[src/hw/rtl/nrp_pkg.sv]
// Package for the H.264 NAL unit RTP packetiser: payload beat types,
// widths, register indexes, NAL header constants and reset values.
// No dependencies; imported by every module of the block.
`default_nettype none

package nrp_pkg;

   // Field widths
   localparam int LENGTH_BITS  = 20;
   localparam int PAYLOAD_BITS = 12;
   localparam int SEQ_BITS     = 16;
   localparam int STAMP_BITS   = 32;
   localparam int BYTE_BITS    = 8;
   localparam int CSR_DATA_BITS  = 32;
   localparam int CSR_INDEX_BITS = 2;

   // Common width for comparing lengths against the payload limit
   localparam int WIDE_BITS =
      ((LENGTH_BITS > PAYLOAD_BITS) ? LENGTH_BITS : PAYLOAD_BITS) + 1;

   // Result beats one input byte can cause, and the output queue
   localparam int MAX_BEATS       = 3;
   localparam int BEAT_COUNT_BITS = $clog2(MAX_BEATS + 1);
   localparam int QUEUE_DEPTH     = 4;
   localparam int QUEUE_PTR_BITS  = $clog2(QUEUE_DEPTH);
   localparam int QUEUE_CNT_BITS  = $clog2(QUEUE_DEPTH + 1);

   // Register indexes
   localparam logic [CSR_INDEX_BITS-1:0] CSR_MAX_PAYLOAD   = 2'd0;
   localparam logic [CSR_INDEX_BITS-1:0] CSR_STAMP_STEP    = 2'd1;
   localparam logic [CSR_INDEX_BITS-1:0] CSR_SEQ_INITIAL   = 2'd2;
   localparam logic [CSR_INDEX_BITS-1:0] CSR_STAMP_INITIAL = 2'd3;

   // Register reset values
   localparam logic [PAYLOAD_BITS-1:0] MAX_PAYLOAD_RESET   = PAYLOAD_BITS'(1400);
   localparam logic [STAMP_BITS-1:0]   STAMP_STEP_RESET    = STAMP_BITS'(90000 / 25);
   localparam logic [SEQ_BITS-1:0]     SEQ_INITIAL_RESET   = '0;
   localparam logic [STAMP_BITS-1:0]   STAMP_INITIAL_RESET = '0;

   // NAL header and FU-A constants
   localparam logic [BYTE_BITS-1:0] TYPE_MASK = 8'h1F;
   localparam logic [BYTE_BITS-1:0] NRI_MASK  = 8'h60;
   localparam logic [BYTE_BITS-1:0] FU_A_TYPE = 8'd28;
   localparam logic [BYTE_BITS-1:0] FU_START  = 8'h80;
   localparam logic [BYTE_BITS-1:0] FU_END    = 8'h40;
   localparam logic [BYTE_BITS-1:0] NAL_SPS   = 8'd7;
   localparam logic [BYTE_BITS-1:0] NAL_PPS   = 8'd8;

   // Input beat
   typedef struct packed {
      logic [BYTE_BITS-1:0]   nal_byte;
      logic [LENGTH_BITS-1:0] nal_length;
   } req_payload_type;

   // Result beat
   typedef struct packed {
      logic [BYTE_BITS-1:0]  out_byte;
      logic                  packet_first;
      logic                  packet_last;
      logic [SEQ_BITS-1:0]   seq_number;
      logic [STAMP_BITS-1:0] time_stamp;
   } rsp_payload_type;

   // Up to three result beats written into the output queue in one cycle
   typedef struct packed {
      logic [BEAT_COUNT_BITS-1:0]          count;
      rsp_payload_type [MAX_BEATS-1:0]     beat;
   } queue_push_type;

endpackage : nrp_pkg

`default_nettype wire

[src/hw/rtl/nrp_queue.sv]
// Output queue of the packetiser: takes up to three result beats per cycle
// and hands them out one per cycle on the rsp channel while rsp_stall is low. Depends on nrp_pkg.
`default_nettype none

module nrp_queue (
   input  wire                       clock,
   input  wire                       reset,
   input  nrp_pkg::queue_push_type   push,
   output logic                      has_room,
   output logic                      rsp_valid,
   input  wire                       rsp_stall,
   output nrp_pkg::rsp_payload_type  rsp_payload
);
   import nrp_pkg::*;

   rsp_payload_type             entry_ff [QUEUE_DEPTH];
   logic [QUEUE_PTR_BITS-1:0]   wr_ptr_ff, wr_ptr_in;
   logic [QUEUE_PTR_BITS-1:0]   rd_ptr_ff, rd_ptr_in;
   logic [QUEUE_CNT_BITS-1:0]   count_ff, count_in;
   logic                        pop;

   // Room for a whole burst of beats from one input byte
   assign has_room    = count_ff <= QUEUE_CNT_BITS'(QUEUE_DEPTH - MAX_BEATS);
   assign rsp_valid   = count_ff != '0;
   assign rsp_payload = entry_ff[rd_ptr_ff];
   assign pop         = rsp_valid && !rsp_stall;

   // Advance pointers and fill level
   always_comb begin
      wr_ptr_in = wr_ptr_ff + QUEUE_PTR_BITS'(push.count);
      rd_ptr_in = rd_ptr_ff + QUEUE_PTR_BITS'(pop);
      count_in  = count_ff - QUEUE_CNT_BITS'(pop) + QUEUE_CNT_BITS'(push.count);
   end

   always_ff @(posedge clock) begin
      if (reset) begin
         wr_ptr_ff <= '0;
         rd_ptr_ff <= '0;
         count_ff  <= '0;
      end else begin
         wr_ptr_ff <= wr_ptr_in;
         rd_ptr_ff <= rd_ptr_in;
         count_ff  <= count_in;
      end
   end

   // Store the pushed beats in order after the write pointer
   always_ff @(posedge clock) begin
      for (int k = 0; k < MAX_BEATS; k++) begin
         if (int'(push.count) > k) begin
            entry_ff[wr_ptr_ff + QUEUE_PTR_BITS'(k)] <= push.beat[k];
         end
      end
   end

endmodule : nrp_queue

`default_nettype wire

[src/hw/rtl/h264_nal_rtp_packetizer.sv]
// H.264 NAL unit RTP packetiser, top level: unit tracking, FU-A header
// generation, sequence and timestamp counters. Depends on nrp_pkg, nrp_queue.
//
// Usage:
//   req channel: one NAL unit byte per beat, header byte first, start code
//   removed; nal_length is sampled on the header byte only.
//   rsp channel: RTP payload bytes, each tagged with packet_first,
//   packet_last, seq_number and time_stamp of its packet.
//   csr port: write max_payload, stamp_step, seq_initial, stamp_initial
//   between units; writing seq_initial or stamp_initial also loads the
//   running counter.
// Output: a byte's result beats are registered in the output queue when the
//   byte is accepted, and are offered from the head of that queue.
// Throughput: one byte per cycle while the queue has room. The header byte of a
//   fragmented unit gives no beat; the first byte of each fragment gives three
//   (indicator, FU header, byte), so the four-entry output queue stalls req there.
// Reset: registers return to their defaults, counters load the initial
//   values and the block waits for a NAL header byte.
// Receiver stall: beats wait in the output queue; req stalls once fewer than
//   three entries are free.
`default_nettype none

module h264_nal_rtp_packetizer (
   input  wire                                       clock,
   input  wire                                       reset,
   input  wire                                       req_valid,
   output logic                                      req_stall,
   input  nrp_pkg::req_payload_type                  req_payload,
   output logic                                      rsp_valid,
   input  wire                                       rsp_stall,
   output nrp_pkg::rsp_payload_type                  rsp_payload,
   input  wire                                       csr_write_enable,
   input  wire [nrp_pkg::CSR_INDEX_BITS-1:0]         csr_index,
   input  wire [nrp_pkg::CSR_DATA_BITS-1:0]          csr_write_data
);
   import nrp_pkg::*;

   // Configuration registers
   logic [PAYLOAD_BITS-1:0] max_payload_ff;
   logic [STAMP_BITS-1:0]   stamp_step_ff;

   // Unit state
   logic [LENGTH_BITS-1:0]  position_ff, position_in;
   logic [LENGTH_BITS-1:0]  length_ff, length_in;
   logic [BYTE_BITS-1:0]    header_ff, header_in;
   logic                    frag_mode_ff, frag_mode_in;
   logic [PAYLOAD_BITS-1:0] frag_fill_ff, frag_fill_in;
   logic [SEQ_BITS-1:0]     seq_ff, seq_in;
   logic [STAMP_BITS-1:0]   stamp_ff, stamp_in;

   logic                    accept;
   logic                    has_room;
   logic                    header_beat;
   logic                    unit_end;
   logic                    frag_last;
   logic [PAYLOAD_BITS-1:0] eff_payload;
   logic [LENGTH_BITS-1:0]  req_length;
   logic [BYTE_BITS-1:0]    nal_type;
   logic [BYTE_BITS-1:0]    fu_header;
   queue_push_type          push;

   assign req_stall = !has_room;
   assign accept    = req_valid && has_room;

   // Unit decode from the incoming byte and the stored state
   always_comb begin
      eff_payload  = (max_payload_ff == '0) ? PAYLOAD_BITS'(1) : max_payload_ff;
      req_length   = (req_payload.nal_length == '0) ? LENGTH_BITS'(1)
                                                    : req_payload.nal_length;
      header_beat  = position_ff == '0;
      length_in    = header_beat ? req_length : length_ff;
      header_in    = header_beat ? req_payload.nal_byte : header_ff;
      frag_mode_in = header_beat ? (WIDE_BITS'(req_length) > WIDE_BITS'(eff_payload))
                                 : frag_mode_ff;
      unit_end     = (WIDE_BITS'(position_ff) + WIDE_BITS'(1)) >= WIDE_BITS'(length_in);
      nal_type     = header_in & TYPE_MASK;
      frag_last    = unit_end ||
                     ((WIDE_BITS'(frag_fill_ff) + WIDE_BITS'(1)) >= WIDE_BITS'(eff_payload));
      fu_header    = nal_type;
      if (position_ff == LENGTH_BITS'(1)) begin
         fu_header = fu_header | FU_START;
      end
      if ((WIDE_BITS'(length_in) - WIDE_BITS'(position_ff)) <= WIDE_BITS'(eff_payload)) begin
         fu_header = fu_header | FU_END;
      end
   end

   // Build result beats and next counter values
   always_comb begin
      push.count   = '0;
      for (int k = 0; k < MAX_BEATS; k++) begin
         push.beat[k].out_byte     = req_payload.nal_byte;
         push.beat[k].packet_first = 1'b0;
         push.beat[k].packet_last  = 1'b0;
         push.beat[k].seq_number   = seq_ff;
         push.beat[k].time_stamp   = stamp_ff;
      end
      seq_in       = seq_ff;
      stamp_in     = stamp_ff;
      frag_fill_in = header_beat ? '0 : frag_fill_ff;

      if (!frag_mode_in) begin
         // Single-unit packet: pass the byte through
         push.count                = BEAT_COUNT_BITS'(1);
         push.beat[0].packet_first = header_beat;
         push.beat[0].packet_last  = unit_end;
         if (unit_end) begin
            seq_in = seq_ff + SEQ_BITS'(1);
            if (nal_type != NAL_SPS && nal_type != NAL_PPS) begin
               stamp_in = stamp_ff + stamp_step_ff;
            end
         end
      end else if (!header_beat) begin
         // FU-A fragment: prepend indicator and FU header on its first byte
         if (frag_fill_ff == '0) begin
            push.count                = BEAT_COUNT_BITS'(3);
            push.beat[0].out_byte     = (header_in & NRI_MASK) | FU_A_TYPE;
            push.beat[0].packet_first = 1'b1;
            push.beat[1].out_byte     = fu_header;
            push.beat[2].packet_last  = frag_last;
         end else begin
            push.count               = BEAT_COUNT_BITS'(1);
            push.beat[0].packet_last = frag_last;
         end
         if (frag_last) begin
            frag_fill_in = '0;
            seq_in       = seq_ff + SEQ_BITS'(1);
         end else begin
            frag_fill_in = frag_fill_ff + PAYLOAD_BITS'(1);
         end
         if (unit_end) begin
            stamp_in = stamp_ff + stamp_step_ff;
         end
      end

      if (unit_end) begin
         position_in  = '0;
         frag_fill_in = '0;
      end else begin
         position_in  = position_ff + LENGTH_BITS'(1);
      end

      // Drop the beats unless the byte is taken
      if (!accept) begin
         push.count = '0;
      end
   end

   // Configuration registers and counters
   always_ff @(posedge clock) begin
      if (reset) begin
         max_payload_ff   <= MAX_PAYLOAD_RESET;
         stamp_step_ff    <= STAMP_STEP_RESET;
         seq_ff           <= SEQ_INITIAL_RESET;
         stamp_ff         <= STAMP_INITIAL_RESET;
      end else if (csr_write_enable) begin
         unique case (csr_index)
            CSR_MAX_PAYLOAD: begin
               max_payload_ff <= csr_write_data[PAYLOAD_BITS-1:0];
            end
            CSR_STAMP_STEP: begin
               stamp_step_ff <= csr_write_data[STAMP_BITS-1:0];
            end
            CSR_SEQ_INITIAL: begin
               seq_ff <= csr_write_data[SEQ_BITS-1:0];
            end
            CSR_STAMP_INITIAL: begin
               stamp_ff <= csr_write_data[STAMP_BITS-1:0];
            end
            default: begin
            end
         endcase
      end else if (accept) begin
         seq_ff   <= seq_in;
         stamp_ff <= stamp_in;
      end
   end

   // Unit tracking state
   always_ff @(posedge clock) begin
      if (reset) begin
         position_ff  <= '0;
         length_ff    <= '0;
         header_ff    <= '0;
         frag_mode_ff <= 1'b0;
         frag_fill_ff <= '0;
      end else if (accept) begin
         position_ff  <= position_in;
         length_ff    <= length_in;
         header_ff    <= header_in;
         frag_mode_ff <= frag_mode_in;
         frag_fill_ff <= frag_fill_in;
      end
   end

   // Output queue
   nrp_queue u_queue (
      .clock       (clock),
      .reset       (reset),
      .push        (push),
      .has_room    (has_room),
      .rsp_valid   (rsp_valid),
      .rsp_stall   (rsp_stall),
      .rsp_payload (rsp_payload)
   );

endmodule : h264_nal_rtp_packetizer

`default_nettype wire

[config.mk]
export PLATFORM = sky130hd
export DESIGN_NAME = h264_nal_rtp_packetizer
export DESIGN_NICKNAME = d
export VERILOG_FILES = /design/src/hw/rtl/nrp_pkg.sv /design/src/hw/rtl/nrp_queue.sv /design/src/hw/rtl/h264_nal_rtp_packetizer.sv
export SDC_FILE = /design/constraint.sdc
export NUM_CORES = 1
export LEC_CHECK = 0
export BUFFER_PORTS_ARGS = -buffer_cell sky130_fd_sc_hd__clkbuf_2
export CORE_MARGIN = 2
export CORE_UTILIZATION = 59
export CTS_BUF_LIST = sky130_fd_sc_hd__clkbuf_16
export DETAILED_ROUTE_END_ITERATION = 10
export PLACE_DENSITY = 0.8
export SLEW_MARGIN = 0
export SYNTH_ARGS = -nofsm -noshare
export SYNTH_HDL_FRONTEND = slang
export SYNTH_SLANG_ARGS = --single-unit
[constraint.sdc]
create_clock -name clock -period 8.4 [get_ports clock]
set_input_delay 0.42 -clock clock [delete_from_list [all_inputs] [get_ports clock]]
set_output_delay 0.42 -clock clock [all_outputs]
set_load 0.01 [all_outputs]
==> run_results.csv <==
group,metric,value,unit
floorplanning,pin_count,127,
finish,nNetsFinal,2453,
routing,wl_per_cell,20.0,microns
hold_path,hp-class,"primary input to flip-flop",
sta,final.setup.tns,0,ns
routing,drtIter0Drc,1478,
routing,vias,17100,
sta,setup_violations,0,
global_route,grt.total_usage,28.6,%
sta,fmax,178,MHz
power,swShare,32.2,%
logic_synthesis,yosysWarnings,0,
power,p_sw,1.76,mW
global_route,grt_pass1_wl,86800,microns
routing,drtPass1Iterations,6,
power,cellLeakagePower,9.46,nW
clock_network,path_clk_slew,0.06,ns
clock_network,cts_resized,0,
logic_synthesis,synth_area_per_cell,9.94,sq um
logic_synthesis,synth_top_cell_area_share,31.3,%
global_route,grt_use_met2,44.7,%
floorplanning,coreArea,36600,sq um
power,p_comb_share,27.6,%
power,p_int,3.71,mW
sta,hold_slack,0.0653,ns
logic_synthesis,synthArstFlopShare,0,%
critical_path,cp-start-kind,"flip-flop",
clock_network,htree_levels,2,
power,powerDensity,228,nW/um^2
place,port_buffers,126,
logic_synthesis,synthesis.instances,2203,
logic_synthesis,yosysUniqueCellTypes,75,
finish,area_growth,9.94,%
logic_synthesis,yosysTopAreaCell,"edfxtp_1",
logic_synthesis,yosys-top-cells-area,"edfxtp_1 (31%), dfxtp_1 (15%), ha_1 (6.7%)",
critical_path,critical_path.max_fanout,25,
global_route,grt_pass1_vias,16300,
floorplanning,num_rows,70,
routing,ant_nets,0,
global_route,grt_overflow,0,
place,dpl.hpwl,38300,microns
clock_network,insertion_delay,0.60,ns
critical_path,end_kind,"flip-flop",
job,drv_cap,0,
critical_path,critPathArrivalTime,6.04,ns
clock_network,cts_buffers,41,
power,ir_drop,0.138,mV
sta,period_needed,5.61,ns
sta,drv_slew,0,
outcome,outcome,"finished, final reports clean",
clock_network,cts_setup_buffers,0,
global_route,grt_max_degree,81,
sta,slew_headroom,27.4,%
floorplanning,die_w,197,microns
sta,timing.final.crit_share,66.8,%
sta,hold_viol_final,0,
logic_synthesis,synth_seq_area_share,46.2,%
clock_network,cts-root-buf,"clkbuf_16",
sta,rsz0062_at_grt,"false",
logic_synthesis,ys.flop_type,"edfxtp_1",
sta,skew,0.0391,ns
global_route,grt.busiest_layer,"met2",
logic_synthesis,synth_edf_count,228,
clock_network,postCtsHoldBufs,0,
routing,wl,55200,microns
critical_path,crit_type,"flip-flop to flip-flop",
power,power_frac_seq,40.8,%
logic_synthesis,synth.net_count,2391,
finish,diodes,0,
floorplanning,die-area,38700,sq um
routing,drc,0,
clock_network,clockBufferDepth,3,
sta,tightest_slew,1.09,ns
critical_path,cp_data_required_time,8.82,ns
power,clkPwrFrac,31.6,%
floorplanning,initial_core_util,59.8,%
floorplanning,chipHeight,197,microns
finish,drive_above_1_share,13.1,%
global_route,grt_antenna_before_repair,4,
routing,route.detailed.vias_per_inst,6.18,
clock_network,cts.sinks,391,
global_route,met3_usage,5.39,%
logic_synthesis,syn_area,21900,sq um
clock_network,cts_tree,"built",
global_route,grtUsageMet1,39.9,%
place,place.gp.congestion,0.928,
logic_synthesis,ys_ff_latch,391,
## stage by stage
| stage | instance area, sq um | util [%] | std cells | setup slack, ns | power, mW |
|---|---|---|---|---|---|
| global route | 24100 | 65.8 | 2765 | 2.33 | 5.72 |
| detailed placement | 22800 | 62.3 | 2690 | 2.97 | 3.77 |
| finish | 24100 | 65.8 | 2765 | 2.79 | 5.48 |
| global placement | 22800 | 62.3 | 2690 | 3.09 | 3.72 |
| CTS | 24100 | 65.8 | 2765 | 2.94 | 5.49 |
| floorplan | 21900 | - | 2203 | 3.45 | 3.31 |
## critical path, cell delays in order, from the launching register on
cell     delay (ns)
dfxtp_1        0.35
nor4_1         0.38
nand4_1        0.24
nor3_4         0.19
buf_4          0.38
mux2i_1        0.29
inv_1          0.11
fa_1           0.44
a21o_1         0.20
a21oi_1        0.26
o21ai_0        0.19
a21oi_1        0.31
xnor2_1        0.17
ha_1           0.28
a21o_1         0.19
a21o_1         0.18
a21oi_1        0.20
nand2_1        0.08
o21ai_0        0.22
nand3_1        0.10
nor4_1         0.33
a21oi_1        0.18
o21ai_0        0.17
## path summary, 6_finish.rpt
check,slack [ns],to,start,cells past startpoint
max,2.79,u_queue.entry_ff[3][56],position_ff[15],22
min,0.07,stamp_step_ff[18],csr_write_data[18],3
max reg2reg,2.79,u_queue.entry_ff[3][56],position_ff[15],22
min reg2reg,0.46,length_ff[13],length_ff[13],2
## state kept, by name, summed over array words and instances (netlist names), 3 cells and up
register	cells
u_queue.entry_ff	232
stamp_ff	32
stamp_step_ff	32
length_ff	20
position_ff	20
seq_ff	16
frag_fill_ff	12
max_payload_ff	12
header_ff	7
u_queue.count_ff	3
## cell families after synthesis
logic type	count (synthesis)	synth area share (%)
AND/OR/NAND/NOR	803	18.1
AO/OA/AOI/OAI	509	14.7
flip-flops	391	46.2
buffers and inverters	223	3.97
adder cells (fa/ha/maj)	121	7.02
multiplexers	88	7.35
XOR/XNOR	68	2.72
## cell type report
cell class	count	area, sq um
fill	2796	12500
multi-input combinational	1589	11000
sequential	391	10100
clock buffer	41	1030
timing repair buffer	146	783
tap	468	586
inverter	96	360
clock inverter	34	253
## Yosys cell counts (15+ instances only)
cell type and n:
dfxtp_1 163, edfxtp_1 228, a31oi_1 16, nor3_1 21
o21ai_0 109, xor2_1 18, xnor2_1 50, inv_1 94
a21oi_1 177, nor4_1 23, o211ai_1 19, mux4_2 58
nor2b_1 148, a21o_1 40, nand4_1 21, buf_2 17
and2_1 54, mux2i_1 28, a211oi_1 19, nor2_1 169
nand3_1 37, clkbuf_1 103, and3_1 17, ha_1 118
nand2_1 251, or3_1 15
## layout by cell type (no fill, tap or decap), types with 11 or more instances in the layout
master and n:
o21ai_0 109, mux2i_1 28, buf_4 21, xnor2_1 50, nand2b_1 13, clkbuf_16 41
nand3_1 37, nand2_1 251, o211ai_1 19, o211a_1 12, and3_1 16, nand4_1 21
ha_1 118, nor3_1 20, xor2_1 18, nor2_1 169, o22ai_1 14, a21o_1 39
dfxtp_1 161, mux4_2 58, inv_1 103, edfxtp_1 228, nor4_1 23, a22o_1 11
a211oi_1 19, or3_1 15, and2_1 53, a21oi_1 177, clkbuf_2 125, nor2b_1 147
a31oi_1 16, o21a_1 13
## power by group through the flow
stage | logic [mW] | registers (mW) | clock network [mW]
2_1_floorplan | 1.09 | 2.22 | 0
3_3_place_gp | 1.45 | 2.27 | 0
3_5_place_dp | 1.49 | 2.28 | 0
4_1_cts | 1.50 | 2.24 | 1.75
5_1_grt | 1.65 | 2.25 | 1.82
6_report | 1.51 | 2.24 | 1.73
## metal layers
| layer | routed length (microns) | vias to the layer above |
|---|---|---|
| met5 | 49 | - |
| met4 | 1830 | 8 |
| met3 | 5040 | 133 |
| met2 | 24900 | 697 |
| met1 | 23300 | 8164 |
| li1 | - | 8079 |
(Power assumes the default switching activity.)
